==> src/hw/rtl/texture_mip_size_calc_macros.svh <==
// Assertion helpers for the mip size calculator.
`ifndef TEXTURE_MIP_SIZE_CALC_MACROS_SVH
`define TEXTURE_MIP_SIZE_CALC_MACROS_SVH

// Same-cycle implication.
`define TMSC_ASSERT_NOW(label, clk, rst, ante, cons, msg) \
   label: assert property (@(posedge clk) disable iff (rst) (ante) |-> (cons)) \
      else $error(msg);

// Next-cycle implication.
`define TMSC_ASSERT_NEXT(label, clk, rst, ante, cons, msg) \
   label: assert property (@(posedge clk) disable iff (rst) (ante) |=> (cons)) \
      else $error(msg);

`endif

==> src/hw/rtl/tmsc_pkg.sv <==
package tmsc_pkg;

   localparam int unsigned DIM_W           = 14;
   localparam int unsigned FMT_W           = 6;
   localparam int unsigned LEVEL_W         = 4;
   localparam int unsigned COUNT_W         = 31;
   localparam int unsigned LG_W            = 3;
   localparam int unsigned MAX_DIM_DEFAULT = 8192;

   typedef enum logic [FMT_W-1:0] {
      FMT_R8G8B8A8               = 6'd0,
      FMT_R8G8B8X8               = 6'd1,
      FMT_R8G8B8                 = 6'd2,
      FMT_R5G5B5A1               = 6'd3,
      FMT_R5G6B5                 = 6'd4,
      FMT_R4G4B4A4               = 6'd5,
      FMT_A16R16G16B16           = 6'd6,
      FMT_A32R32G32B32           = 6'd7,
      FMT_R8                     = 6'd8,
      FMT_R16                    = 6'd9,
      FMT_DXT1                   = 6'd10,
      FMT_DXT3                   = 6'd11,
      FMT_DXT5                   = 6'd12,
      FMT_PVRTC_4BPP_RGBA        = 6'd13,
      FMT_PVRTC_2BPP_RGBA        = 6'd14,
      FMT_PVRTC2_4BPP_RGB        = 6'd15,
      FMT_PVRTC2_4BPP_RGBA       = 6'd16,
      FMT_PVRTC2_2BPP_RGB        = 6'd17,
      FMT_PVRTC2_2BPP_RGBA       = 6'd18,
      FMT_ATC_RGB                = 6'd19,
      FMT_ATC_RGBA_EXPLICIT      = 6'd20,
      FMT_ATC_RGBA_INTERPOLATED  = 6'd21,
      FMT_ETC1                   = 6'd22,
      FMT_ETC2_R8G8B8            = 6'd23,
      FMT_ETC2_R8G8B8A8          = 6'd24,
      FMT_ETC2_R8G8B8A1          = 6'd25,
      FMT_EAC_R11_UNSIGNED       = 6'd26,
      FMT_EAC_R11_SIGNED         = 6'd27,
      FMT_EAC_R11G11_UNSIGNED    = 6'd28,
      FMT_EAC_R11G11_SIGNED      = 6'd29,
      FMT_D16                    = 6'd30,
      FMT_D24S8                  = 6'd31,
      FMT_R32F                   = 6'd32,
      FMT_RG32F                  = 6'd33,
      FMT_RGBA32F                = 6'd34
   } fmt_type;

   typedef enum logic [1:0] {
      KIND_NONE,
      KIND_CEIL,
      KIND_FLOOR4
   } kind_type;

   // bytes = (1 << byte_lg) * (mul3 ? 3 : 1); block sides are 1 << *_lg
   typedef struct packed {
      kind_type        kind;
      logic [LG_W-1:0] bw_lg;
      logic [LG_W-1:0] bh_lg;
      logic [LG_W-1:0] byte_lg;
      logic            mul3;
   } size_desc_type;

   typedef struct packed {
      logic            defined;
      logic            blk;
      logic [LG_W-1:0] byte_lg;
      logic            mul3;
   } stride_desc_type;

   function automatic size_desc_type size_desc(input logic [FMT_W-1:0] code);
      size_desc_type d;
      d = '{kind: KIND_CEIL, bw_lg: 3'd0, bh_lg: 3'd0, byte_lg: 3'd0, mul3: 1'b0};
      case (fmt_type'(code))
         FMT_R8G8B8A8, FMT_R8G8B8X8, FMT_D24S8, FMT_R32F: d.byte_lg = 3'd2;
         FMT_R8G8B8: d.mul3 = 1'b1;
         FMT_R5G5B5A1, FMT_R5G6B5, FMT_R4G4B4A4, FMT_R16, FMT_D16: d.byte_lg = 3'd1;
         FMT_A16R16G16B16, FMT_RG32F: d.byte_lg = 3'd3;
         FMT_A32R32G32B32, FMT_RGBA32F: d.byte_lg = 3'd4;
         FMT_R8: d.byte_lg = 3'd0;
         FMT_DXT1, FMT_ETC1, FMT_ETC2_R8G8B8, FMT_EAC_R11_UNSIGNED,
         FMT_EAC_R11_SIGNED: begin
            d.kind    = KIND_FLOOR4;
            d.byte_lg = 3'd3;
         end
         FMT_DXT3, FMT_DXT5, FMT_ETC2_R8G8B8A8, FMT_ETC2_R8G8B8A1,
         FMT_EAC_R11G11_UNSIGNED, FMT_EAC_R11G11_SIGNED: begin
            d.kind    = KIND_FLOOR4;
            d.byte_lg = 3'd4;
         end
         FMT_PVRTC_4BPP_RGBA: begin
            d.bw_lg   = 3'd3;
            d.bh_lg   = 3'd3;
            d.byte_lg = 3'd5;
         end
         FMT_PVRTC_2BPP_RGBA: begin
            d.bw_lg   = 3'd3;
            d.bh_lg   = 3'd4;
            d.byte_lg = 3'd5;
         end
         FMT_PVRTC2_4BPP_RGB, FMT_PVRTC2_4BPP_RGBA, FMT_ATC_RGB: begin
            d.bw_lg   = 3'd2;
            d.bh_lg   = 3'd2;
            d.byte_lg = 3'd3;
         end
         FMT_PVRTC2_2BPP_RGB, FMT_PVRTC2_2BPP_RGBA: begin
            d.bw_lg   = 3'd3;
            d.bh_lg   = 3'd2;
            d.byte_lg = 3'd3;
         end
         FMT_ATC_RGBA_EXPLICIT, FMT_ATC_RGBA_INTERPOLATED: begin
            d.bw_lg   = 3'd2;
            d.bh_lg   = 3'd2;
            d.byte_lg = 3'd4;
         end
         default: d.kind = KIND_NONE;
      endcase
      return d;
   endfunction

   function automatic stride_desc_type stride_desc(input logic [FMT_W-1:0] code);
      stride_desc_type d;
      d = '{defined: 1'b1, blk: 1'b0, byte_lg: 3'd0, mul3: 1'b0};
      case (fmt_type'(code))
         FMT_R8G8B8A8, FMT_D24S8, FMT_R32F: d.byte_lg = 3'd2;
         FMT_R8G8B8: d.mul3 = 1'b1;
         FMT_R5G5B5A1, FMT_R5G6B5, FMT_R4G4B4A4, FMT_R16, FMT_D16: d.byte_lg = 3'd1;
         FMT_R8: d.byte_lg = 3'd0;
         FMT_DXT1: begin
            d.blk     = 1'b1;
            d.byte_lg = 3'd3;
         end
         FMT_DXT3, FMT_DXT5: begin
            d.blk     = 1'b1;
            d.byte_lg = 3'd4;
         end
         default: d.defined = 1'b0;
      endcase
      return d;
   endfunction

endpackage

==> src/hw/rtl/tmsc_if.sv <==
interface tmsc_req_if;
   logic                          valid;
   logic                          ready;
   logic                          mode;
   logic [tmsc_pkg::FMT_W-1:0]    format;
   logic [tmsc_pkg::DIM_W-1:0]    width;
   logic [tmsc_pkg::DIM_W-1:0]    height;
   logic [tmsc_pkg::LEVEL_W-1:0]  level;

   modport source (output valid, mode, format, width, height, level, input ready);
   modport sink   (input valid, mode, format, width, height, level, output ready);
endinterface

interface tmsc_rsp_if;
   logic                          valid;
   logic                          ready;
   logic [tmsc_pkg::COUNT_W-1:0]  byte_count;
   logic                          valid_res;

   modport source (output valid, byte_count, valid_res, input ready);
   modport sink   (input valid, byte_count, valid_res, output ready);
endinterface

==> src/hw/rtl/texture_mip_size_calc.sv <==
// Texture mip level size calculator.
//
// req_if carries one item per handshake: mode (level size or row stride),
// format code, base width and height, and mip level. rsp_if returns one item
// for each request: byte_count and valid_res (cleared for a format that is
// unknown, or that has no row formula in stride mode, with byte_count 0).
//
// Two register stages: a request register and a result register, with the
// extent, block count, one multiply and saturation between them. A result
// moves from the request register into the result register, which drives
// rsp_if; one item is accepted every cycle while the result side takes items.
//
// When rsp_if stalls, the result register holds; the request register still
// takes an item if it is empty, so req_if.ready drops only when both stages
// are full and rsp_if.ready is low.
//
// Reset (synchronous) empties both stages; nothing else needs clearing.
`include "texture_mip_size_calc_macros.svh"

module texture_mip_size_calc #(
   parameter int unsigned MAX_DIM = tmsc_pkg::MAX_DIM_DEFAULT
) (
   input  logic              clock,
   input  logic              reset,
   tmsc_req_if.sink          req_if,
   tmsc_rsp_if.source        rsp_if
);

   localparam int unsigned EXT_W  = $clog2(MAX_DIM + 1);
   localparam int unsigned PROD_W = 2 * EXT_W;
   localparam int unsigned FULL_W = (PROD_W + 7 > 32) ? PROD_W + 7 : 32;
   localparam int unsigned WIDE_W = tmsc_pkg::DIM_W + 1;

   logic                               s1_valid_ff;
   logic                               s1_mode_ff;
   logic [tmsc_pkg::FMT_W-1:0]         s1_format_ff;
   logic [tmsc_pkg::DIM_W-1:0]         s1_width_ff;
   logic [tmsc_pkg::DIM_W-1:0]         s1_height_ff;
   logic [tmsc_pkg::LEVEL_W-1:0]       s1_level_ff;

   logic                               s2_valid_ff;
   logic [tmsc_pkg::COUNT_W-1:0]       s2_count_ff;
   logic                               s2_ok_ff;
   logic [tmsc_pkg::COUNT_W-1:0]       s2_count_in;
   logic                               s2_ok_in;

   logic                               s1_en;
   logic                               s2_en;

   tmsc_pkg::size_desc_type            sdesc;
   tmsc_pkg::stride_desc_type          tdesc;
   logic [EXT_W-1:0]                   ex;
   logic [EXT_W-1:0]                   ey;
   logic [EXT_W-1:0]                   fa;
   logic [EXT_W-1:0]                   fb;
   logic [tmsc_pkg::LG_W-1:0]          shift;
   logic                               mul3;
   logic [PROD_W-1:0]                  prod;
   logic [FULL_W-1:0]                  scaled;

   function automatic logic [EXT_W-1:0] mip_extent(input logic [tmsc_pkg::DIM_W-1:0] base,
                                                   input logic [tmsc_pkg::LEVEL_W-1:0] lvl);
      logic [WIDE_W-1:0] wide;
      logic [EXT_W-1:0]  clamped;
      logic [EXT_W-1:0]  shifted;
      wide = {1'b0, base};
      if (wide > WIDE_W'(MAX_DIM)) begin
         wide = WIDE_W'(MAX_DIM);
      end
      clamped = EXT_W'(wide);
      shifted = clamped >> lvl;
      return (shifted == '0) ? EXT_W'(1) : shifted;
   endfunction

   function automatic logic [EXT_W-1:0] ceil_blocks(input logic [EXT_W-1:0] e,
                                                    input logic [tmsc_pkg::LG_W-1:0] lg);
      logic [EXT_W:0] s;
      s = {1'b0, e} + (((EXT_W + 1)'(1) << lg) - (EXT_W + 1)'(1));
      return EXT_W'(s >> lg);
   endfunction

   function automatic logic [EXT_W-1:0] floor4_blocks(input logic [EXT_W-1:0] e);
      logic [EXT_W-1:0] n;
      n = e >> 2;
      return (n == '0) ? EXT_W'(1) : n;
   endfunction

   assign s2_en         = !s2_valid_ff || rsp_if.ready;
   assign s1_en         = !s1_valid_ff || s2_en;
   assign req_if.ready  = s1_en;

   assign rsp_if.valid      = s2_valid_ff;
   assign rsp_if.byte_count = s2_count_ff;
   assign rsp_if.valid_res  = s2_ok_ff;

   always_comb begin
      sdesc = tmsc_pkg::size_desc(s1_format_ff);
      tdesc = tmsc_pkg::stride_desc(s1_format_ff);
      ex    = mip_extent(s1_width_ff, s1_level_ff);
      ey    = mip_extent(s1_height_ff, s1_level_ff);
      fa    = ex;
      fb    = ey;
      shift = sdesc.byte_lg;
      mul3  = sdesc.mul3;
      s2_ok_in = 1'b1;
      if (s1_mode_ff) begin
         s2_ok_in = tdesc.defined;
         fa       = tdesc.blk ? ceil_blocks(ex, tmsc_pkg::LG_W'(2)) : ex;
         fb       = EXT_W'(1);
         shift    = tdesc.byte_lg;
         mul3     = tdesc.mul3;
      end else begin
         case (sdesc.kind)
            tmsc_pkg::KIND_FLOOR4: begin
               fa = floor4_blocks(ex);
               fb = floor4_blocks(ey);
            end
            tmsc_pkg::KIND_CEIL: begin
               fa = ceil_blocks(ex, sdesc.bw_lg);
               fb = ceil_blocks(ey, sdesc.bh_lg);
            end
            default: s2_ok_in = 1'b0;
         endcase
      end
      prod   = fa * fb;
      scaled = FULL_W'(prod) << shift;
      if (mul3) begin
         scaled = scaled + (scaled << 1);
      end
      if (!s2_ok_in) begin
         s2_count_in = '0;
      end else if (|scaled[FULL_W-1:tmsc_pkg::COUNT_W]) begin
         s2_count_in = '1;
      end else begin
         s2_count_in = scaled[tmsc_pkg::COUNT_W-1:0];
      end
   end

   always_ff @(posedge clock) begin
      if (reset) begin
         s1_valid_ff <= 1'b0;
         s2_valid_ff <= 1'b0;
      end else begin
         if (s1_en) begin
            s1_valid_ff <= req_if.valid;
         end
         if (s2_en) begin
            s2_valid_ff <= s1_valid_ff;
         end
      end
      if (s1_en && req_if.valid) begin
         s1_mode_ff   <= req_if.mode;
         s1_format_ff <= req_if.format;
         s1_width_ff  <= req_if.width;
         s1_height_ff <= req_if.height;
         s1_level_ff  <= req_if.level;
      end
      if (s2_en && s1_valid_ff) begin
         s2_count_ff <= s2_count_in;
         s2_ok_ff    <= s2_ok_in;
      end
   end

   `TMSC_ASSERT_NOW(a_invalid_gives_zero, clock, reset, rsp_if.valid && !rsp_if.valid_res, rsp_if.byte_count == '0, "undefined format must give a zero count")
   `TMSC_ASSERT_NOW(a_defined_nonzero, clock, reset, rsp_if.valid && rsp_if.valid_res, rsp_if.byte_count != '0, "defined result must be at least one byte")
   `TMSC_ASSERT_NEXT(a_stage_advances, clock, reset, s1_valid_ff && s2_en, s2_valid_ff, "item in request stage lost on advance")

endmodule
==> src/flat_wrapper.sv <==
// flat-port wrapper written by rule: the top's interface ports become plain ports
module texture_mip_size_calc_flat 
#(
   parameter int unsigned MAX_DIM = tmsc_pkg::MAX_DIM_DEFAULT
)
  (clock, reset, req_if_valid, req_if_mode, req_if_format, req_if_width, req_if_height, req_if_level, req_if_ready, rsp_if_valid, rsp_if_byte_count, rsp_if_valid_res, rsp_if_ready);
  tmsc_req_if req_if_i ();
  tmsc_rsp_if rsp_if_i ();
  input  logic clock;
  input  logic reset;
  input wire logic [$bits(req_if_i.valid)-1:0] req_if_valid;
  input wire logic [$bits(req_if_i.mode)-1:0] req_if_mode;
  input wire logic [$bits(req_if_i.format)-1:0] req_if_format;
  input wire logic [$bits(req_if_i.width)-1:0] req_if_width;
  input wire logic [$bits(req_if_i.height)-1:0] req_if_height;
  input wire logic [$bits(req_if_i.level)-1:0] req_if_level;
  output wire logic [$bits(req_if_i.ready)-1:0] req_if_ready;
  output wire logic [$bits(rsp_if_i.valid)-1:0] rsp_if_valid;
  output wire logic [$bits(rsp_if_i.byte_count)-1:0] rsp_if_byte_count;
  output wire logic [$bits(rsp_if_i.valid_res)-1:0] rsp_if_valid_res;
  input wire logic [$bits(rsp_if_i.ready)-1:0] rsp_if_ready;
  assign req_if_i.valid = req_if_valid;
  assign req_if_i.mode = req_if_mode;
  assign req_if_i.format = req_if_format;
  assign req_if_i.width = req_if_width;
  assign req_if_i.height = req_if_height;
  assign req_if_i.level = req_if_level;
  assign req_if_ready = req_if_i.ready;
  assign rsp_if_valid = rsp_if_i.valid;
  assign rsp_if_byte_count = rsp_if_i.byte_count;
  assign rsp_if_valid_res = rsp_if_i.valid_res;
  assign rsp_if_i.ready = rsp_if_ready;
  texture_mip_size_calc #(.MAX_DIM(MAX_DIM)) u_core (.clock(clock), .reset(reset), .req_if(req_if_i), .rsp_if(rsp_if_i));
endmodule
==> config.mk <==
export PLATFORM = sky130hd
export DESIGN_NAME = texture_mip_size_calc_flat
export DESIGN_NICKNAME = d
export VERILOG_FILES = /design/src/hw/rtl/tmsc_pkg.sv /design/src/hw/rtl/tmsc_if.sv /design/src/hw/rtl/texture_mip_size_calc.sv /design/src/flat_wrapper.sv
export VERILOG_INCLUDE_DIRS = /design/src /design/src/hw/rtl
export SDC_FILE = /design/constraint.sdc
export NUM_CORES = 1
export LEC_CHECK = 0
export BUFFER_PORTS_ARGS = -buffer_cell sky130_fd_sc_hd__clkbuf_2
export CAP_MARGIN = 25
export CORE_UTILIZATION = 58
export CTS_CLUSTER_DIAMETER = 150
export CTS_CLUSTER_SIZE = 30
export DETAILED_ROUTE_END_ITERATION = 8
export PLACE_DENSITY = 0.81
export SKIP_CTS_REPAIR_TIMING = 1
export SLEW_MARGIN = 20
export SYNTH_ARGS = -nofsm -noshare
export SYNTH_HDL_FRONTEND = slang
export SYNTH_SLANG_ARGS = --single-unit
export TNS_END_PERCENT = 100
==> constraint.sdc <==
create_clock -name clock -period 12 [get_ports clock]
set_input_delay 1.2 -clock clock [delete_from_list [all_inputs] [get_ports clock]]
set_output_delay 1.2 -clock clock [all_outputs]
set_load 0.005 [all_outputs]
======== Word level (Yosys, flattened, before mapping) ========
Index checks and enable logic that the tools add are counted.
word-level totals
  register bits after elaboration ......... 73
  logic and storage cells ................. 110
cells by class
  add/subtract/negate cells ............... 6
  multiplexer cells ....................... 23
  $mul .................................... 1
  eq/ne operators ......................... 36
  shifts and indexed selects .............. 7
  magnitude comparators ................... 2
  reductions and logical operators ........ 26
operator list
  cell                                                                    count
  14-bit 2-to-1 mux                                                       7
  6-bit by 5-bit equality test with 1-bit output (second input constant)  16
  14-bit zero test                                                        4
  14-bit one-hot mux with 2 select lines                                  2
  6-bit by 4-bit equality test with 1-bit output (second input constant)  8
  35-bit adder                                                            1
  35-bit 2-to-1 mux                                                       1
  28-bit by 3-bit left shift with 35-bit output                           1
  31-bit 2-to-1 mux                                                       1
  14-bit by 15-bit adder with 15-bit output                               2
  15-bit by 1-bit subtractor with 15-bit output (second input constant)   2
  14-bit > comparator (second input constant)                             2
  14-bit by 14-bit multiplier with 28-bit output                          1
  14-bit by 4-bit right shift with 14-bit output                          2
  6-bit by 3-bit equality test with 1-bit output (second input constant)  4
  12-bit 2-to-1 mux                                                       2
  24-bit OR reduction                                                     1
  5-bit one-hot mux with 4 select lines                                   1
  6-bit equality test (second input constant)                             3
  14-bit by 2-bit adder with 15-bit output (second input constant)        1
  3-bit one-hot mux with 5 select lines                                   1
  1-bit by 2-bit left shift with 15-bit output (first input constant)     1
  1-bit by 3-bit left shift with 15-bit output (first input constant)     1
  15-bit by 2-bit right shift with 14-bit output                          1
  other kinds (21)                                                        35

======== Depth between registers and ports, before layout ========
  word-level depth ........................ 15
  depth in mapped cells ................... 59
  mapped depth without buffers ............ 56

======== Least setup slack after synthesis ========
No wires, ideal clock.
  kind .................................... register to register
  from .................................... reg u_core.s1_level_ff[0] (netlist name)
  to ...................................... reg u_core.s2_count_ff (netlist bit u_core.rsp_if.byte_count[23]) (data pin)
  arrival time ............................ 12.574 ns
  stages on the path, launching flop included .. 56
  required time ........................... 11.826 ns
  clock period less this slack ............ 12.748 ns
  slack ................................... -0.748 ns
  buffers on the path ..................... 3
  library setup time ...................... 0.174 ns
  path through ............................ edfxtp_1 > buf_6 > buf_6 > or3b_2 > a21oi_1 > nor4_1 > a311oi_1 > nor2_1 > a21boi_2 > ha_1 > inv_1 > ha_1 > fa_1 > a21oi_1 > o2111ai_1 > o311a_1 > o21ai_0 > a21oi_1 > (+20 left out) > nor2_1 > o21ai_0 > xor2_1 > a211oi_1 > a21o_1 > nand2b_1 > nand2_1 > ha_1 > nand3_1 > o221ai_1 > nor3_1 > o41ai_1 > a311oi_1 > o31ai_1 > o31ai_1 > nand3_1 > a211oi_2 > a311oi_1
between the ends
  cells in the longest elaborated chain, start to end .. 13
RTL lines
  element                                                                        line                                                      text
  from (decl)                                                                    texture_mip_size_calc.sv:39                               logic [tmsc_pkg::LEVEL_W-1:0] s1_level_ff;
  from (signal assigned)                                                         texture_mip_size_calc.sv:156                              s1_level_ff <= req_if.level;
  14-bit by 4-bit right shift with 14-bit output                                 texture_mip_size_calc.sv:71                               shifted = clamped >> lvl;
  14-bit zero test                                                               texture_mip_size_calc.sv:72                               return (shifted == '0) ? EXT_W'(1) : shifted;
  14-bit 2-to-1 mux                                                              texture_mip_size_calc.sv:72
  14-bit by 15-bit adder with 15-bit output or 14-bit zero test (tied branches)  texture_mip_size_calc.sv:78, texture_mip_size_calc.sv:85
  15-bit by 3-bit right shift with 14-bit output, or another cell as far along   texture_mip_size_calc.sv:79                               return EXT_W'(s >> lg);
  14-bit one-hot mux with 2 select lines                                         texture_mip_size_calc.sv:113                              case (sdesc.kind)
  14-bit 2-to-1 mux                                                              texture_mip_size_calc.sv:106                              if (s1_mode_ff) begin
  14-bit by 14-bit multiplier with 28-bit output *                               texture_mip_size_calc.sv:125                              prod = fa * fb;
  28-bit by 3-bit left shift with 35-bit output *                                texture_mip_size_calc.sv:126                              scaled = FULL_W'(prod) << shift;
  35-bit adder                                                                   texture_mip_size_calc.sv:128                              scaled = scaled + (scaled << 1);
  35-bit 2-to-1 mux *                                                            texture_mip_size_calc.sv:127                              if (mul3) begin
  4-bit OR reduction                                                             texture_mip_size_calc.sv:132                              end else if (|scaled[FULL_W-1:tmsc_pkg::COUNT_W]) begin
  31-bit 2-to-1 mux *                                                            texture_mip_size_calc.sv:132
  to (signal assigned)                                                           texture_mip_size_calc.sv:159                              s2_count_ff <= s2_count_in;
  to (decl)                                                                      texture_mip_size_calc.sv:42                               logic [tmsc_pkg::COUNT_W-1:0] s2_count_ff;
Every way passes the cells marked *; elsewhere a longest branch is shown, timed or not.
A chain may end at the register's enable or synchronous reset.

======== Worst setup path in the final report ========
Same ends and word-level chain as after synthesis.

==> results.txt <==
- The H-tree was split into 3 levels.
* CTS clock-pin slew for the worst setup and hold paths: 0.06 ns
* Number of cells after detailed placement: 2990
- Clock buffers created by TritonCTS: 9
* Number of nets with antenna violations after detailed routing: 0
- Number of synthesized flops with an enable pin: 71
- Post-detailed-routing wire length: 65.1 mm
- Slowest stage delay, CP: 0.56 ns
* Row cnt: 63
- For the pin with the worst max-slew slack, the measured transition is 1.05 ns.
- The floorplan step defined a core boundary enclosing 29900 sq um.
* Capturing element type of the critical path: flip-flop
- Number of global-route vias before repair: 18700
- Met3 track demand over resource: 5.05%
* Buffer type at the clock tree root: clkbuf_16
- Distinct cells, synth: 111
- For this run, global-route usage on met2 was measured as 62.3%.
- Pwr per Cell Area: 175 nW/um^2
- Once the floorplan was initialized, standard cells occupied 59.5% of the core.
* Type of the setup path with the least slack: reg -> reg
- Number of vias in the routed layout: 19800
- Routing layer with the top usage in global route: met2
- The first TritonRoute pass finished after 7 iterations.
- RSZ-0062 raised after global routing: true
- For this design, the slowest cell found on the critical path is fa_1.
- Clock tree from TritonCTS: done
- Synthesized instance count: 2157
- Summing every instance area after synthesis gives 17800 sq um.
- The die covers 31300 sq um.
- Setup slack on the worst flop-to-flop path: -1.17 ns
* Initial antenna violation count: 1
* Last weighted congestion value of the routability-driven placer: 1.02
- The first routing iteration left 2476 violations.
- The area growth from synthesis to layout is 34.2%.
* Classification of the worst-slack hold path: reg -> reg
- Required arrival time at the worst endpoint: 12.07 ns
- Power, Total: 0.00417 W
- # setup viols final: 30
- Pin placement for this block handled 77 I/O pins.
* Failing checks: setup timing
- Dominant synthesized flop cell: edfxtp_1
- Fin worst setup slack: -1.17 ns
* Number of synthesized register bits: 73
* Avg Synthesized Cell Area: 8.24 sq um
- FF-to-FF path depth: 53
* Total routing usage reported by global routing: 38.0%
- Dividing the detail-routed via count by the number of cells gives 6.45.
- Ratio of cells with drive above 1 in the final layout: 34.2%
- Final Max Slew Viols: 0
- Type of element launching the critical path: flip-flop
- Area after detailed placement: 21900 sq um
- Die Height: 177 um
- Headroom to the max-slew limit came out at 30.3%.
- Standby leakage power: 11.1 nW
* Ys async rst share: 0%
- For this run, the top clock speed supported by timing is 75.9 MHz.
* CTS sink cnt: 73
* Layout net count: 3034
* Critical path fanouts, max: 4
- Final Instance Count excl. Fillers: 3062
* Maximum number of pins on one net before global-route repair: 55
* Global-route wire length before repair: 95.0 mm
* Final-layout worst hold slack: 0.531 ns
- The wire-length estimate of the detail-placed layout is 48.0 mm.
- Status: finished with violations
- Number of buffers between clock root and the deepest sink: 2
- For met1 alone, demand over resource in global routing was 50.6%.
- Worst r2r src: u_core.s1_level_ff[0]
* Timing startpoint of the critical path: u_core.s1_level_ff[0]
- The worst path in the final design needs a cycle of 13.17 ns, including I/O delays and setup.
* Layout Skew: 0.0110 ns
- Sequential element share of the synthesized area: 12.2%
* Design area: 23900 sq um
- Number of antenna cells inserted: 0
* Tcrit/Tclk final: 110%
* Grt ovf: 0
- IR analysis of the VDD net gives a maximum drop of 0.515 mV.
- Clock insertion delay at the later pin of the skew report: 0.36 ns
* Routed length per placed instance: 21.3 um
- During synthesis, Yosys emitted a total of 0 warnings.
- DR DRC count: 0
- The hold violation count in the final report was 0.
- Buffers added on ports: 76
- STA puts the critical path data arrival time at 13.24 ns.
- Reported max-cap violation count: 0
- Adding up every negative setup slack in the final design gives -10.90 ns.
- Horizontal extent of the die: 177 um
- Reg-to-Reg End: u_core.rsp_if.byte_count[23]
* Worst path most repeated cell: fa_1
- In this run the worst setup path terminates at u_core.rsp_if.byte_count[23].
-- layout make-up --
| type | count | area [sq um] |
|---|---|---|
| inverters | 251 | 946 |
| repair buffers | 602 | 4450 |
| flip-flops and latches | 73 | 2170 |
| multi-input cells | 1730 | 15500 |
| clock buffers | 9 | 225 |
| fillers | 1905 | 6020 |
| well taps | 390 | 488 |
| clock inverters | 7 | 83.8 |
-- cell usage in the layout (no fill, tap or decap), drive strengths merged, types with 54 or more instances in the layout --
cell      n
nand2   156
inv     252
nor2    182
edfxtp   71
a21oi   114
nand2b   57
mux2i    54
nor2b    54
buf     526
clkbuf   85
o21ai   104
fa      144
ha      180
-- worst min-delay path by stage --
| stage | start | end | slack (ns) | cells after the start |
|---|---|---|---|---|
| final | u_core.s1_valid_ff | u_core.rsp_if.valid | 0.53 | 2 |
| after floorplan | u_core.s1_valid_ff | u_core.rsp_if.valid | 0.48 | 2 |
| after global routing | u_core.s1_valid_ff | u_core.rsp_if.valid | 0.56 | 2 |
| after global placement | u_core.s1_valid_ff | u_core.rsp_if.valid | 0.50 | 2 |
| after CTS | u_core.s1_valid_ff | u_core.rsp_if.valid | 0.53 | 2 |
| after detailed placement | u_core.s1_valid_ff | u_core.rsp_if.valid | 0.52 | 2 |
-- sequential cells by signal, indices dropped and copies added, names as in the netlist --
name	count
u_core.rsp_if.valid_res	1
u_core.s1_height_ff	14
u_core.s1_width_ff	14
u_core.s1_valid_ff	1
u_core.rsp_if.byte_count	31
u_core.s1_mode_ff	1
u_core.s1_format_ff	6
u_core.s1_level_ff	4
u_core.rsp_if.valid	1
-- power by group --
group          switching, W  internal, W
Combinational       0.00186      0.00171
Clock              0.000123     0.000165
Sequential        0.0000112     0.000309
Total               0.00199      0.00218
-- cells by family after synthesis --
family,share of synthesized area [%]
other,0.0423
adder cells (fa/ha/maj),28.9
buffers and inverters,8.31
flip-flops,12.2
XOR/XNOR,3.20
multiplexers,5.20
AND/OR/NAND/NOR,20.0
AO/OA/AOI/OAI,22.2
-- Yosys cell counts (all sizes together), types with 26 or more instances --
cell type / number / area [sq um]
a211oi: 39 / 303
a21o: 29 / 218
a21oi: 114 / 574
a31oi: 30 / 194
and2: 28 / 175
buf: 55 / 338
clkbuf: 52 / 196
edfxtp: 71 / 2130
fa: 144 / 2880
ha: 180 / 2250
inv: 249 / 935
mux2i: 54 / 553
nand2: 156 / 588
nand2b: 57 / 364
nand3: 38 / 203
nor2: 182 / 683
nor2b: 54 / 340
nor3: 52 / 275
o21ai: 104 / 528
or2: 26 / 163
xnor2: 48 / 420
-- per-stage QoR --
| step | setup WS (ns) | utilization, % |
|---|---|---|
| 5_1_grt | -1.54 | 79.9 |
| 3_3_place_gp | -0.644 | 73.4 |
| 4_1_cts | -1.05 | 74.5 |
| 6_report | -1.17 | 79.9 |
| 3_5_place_dp | -1.02 | 73.4 |
| 2_1_floorplan | 0.0217 | - |
-- worst max-delay path, delay by kind of cell, from the launching register on --
kind | cells | cell delay (ns)
adders and majority gates | 11 | 4.32
AOI/OAI and AO/OA | 18 | 3.89
muxes | 6 | 1.84
and+or+nand+nor | 9 | 1.36
buffers and inverters | 8 | 0.73
DFF | 1 | 0.47
xor gates and xnor gates | 1 | 0.26
-- per-layer routing --
layer  share of wire (%)  vias to the layer above
met3                 9.4                      341
met1                  39                     9444
met5               0.028                        -
met2                  46                     1280
met4                 5.5                        2
li1                    -                     8690
Note: power is estimated with default switching activity, not from simulation.
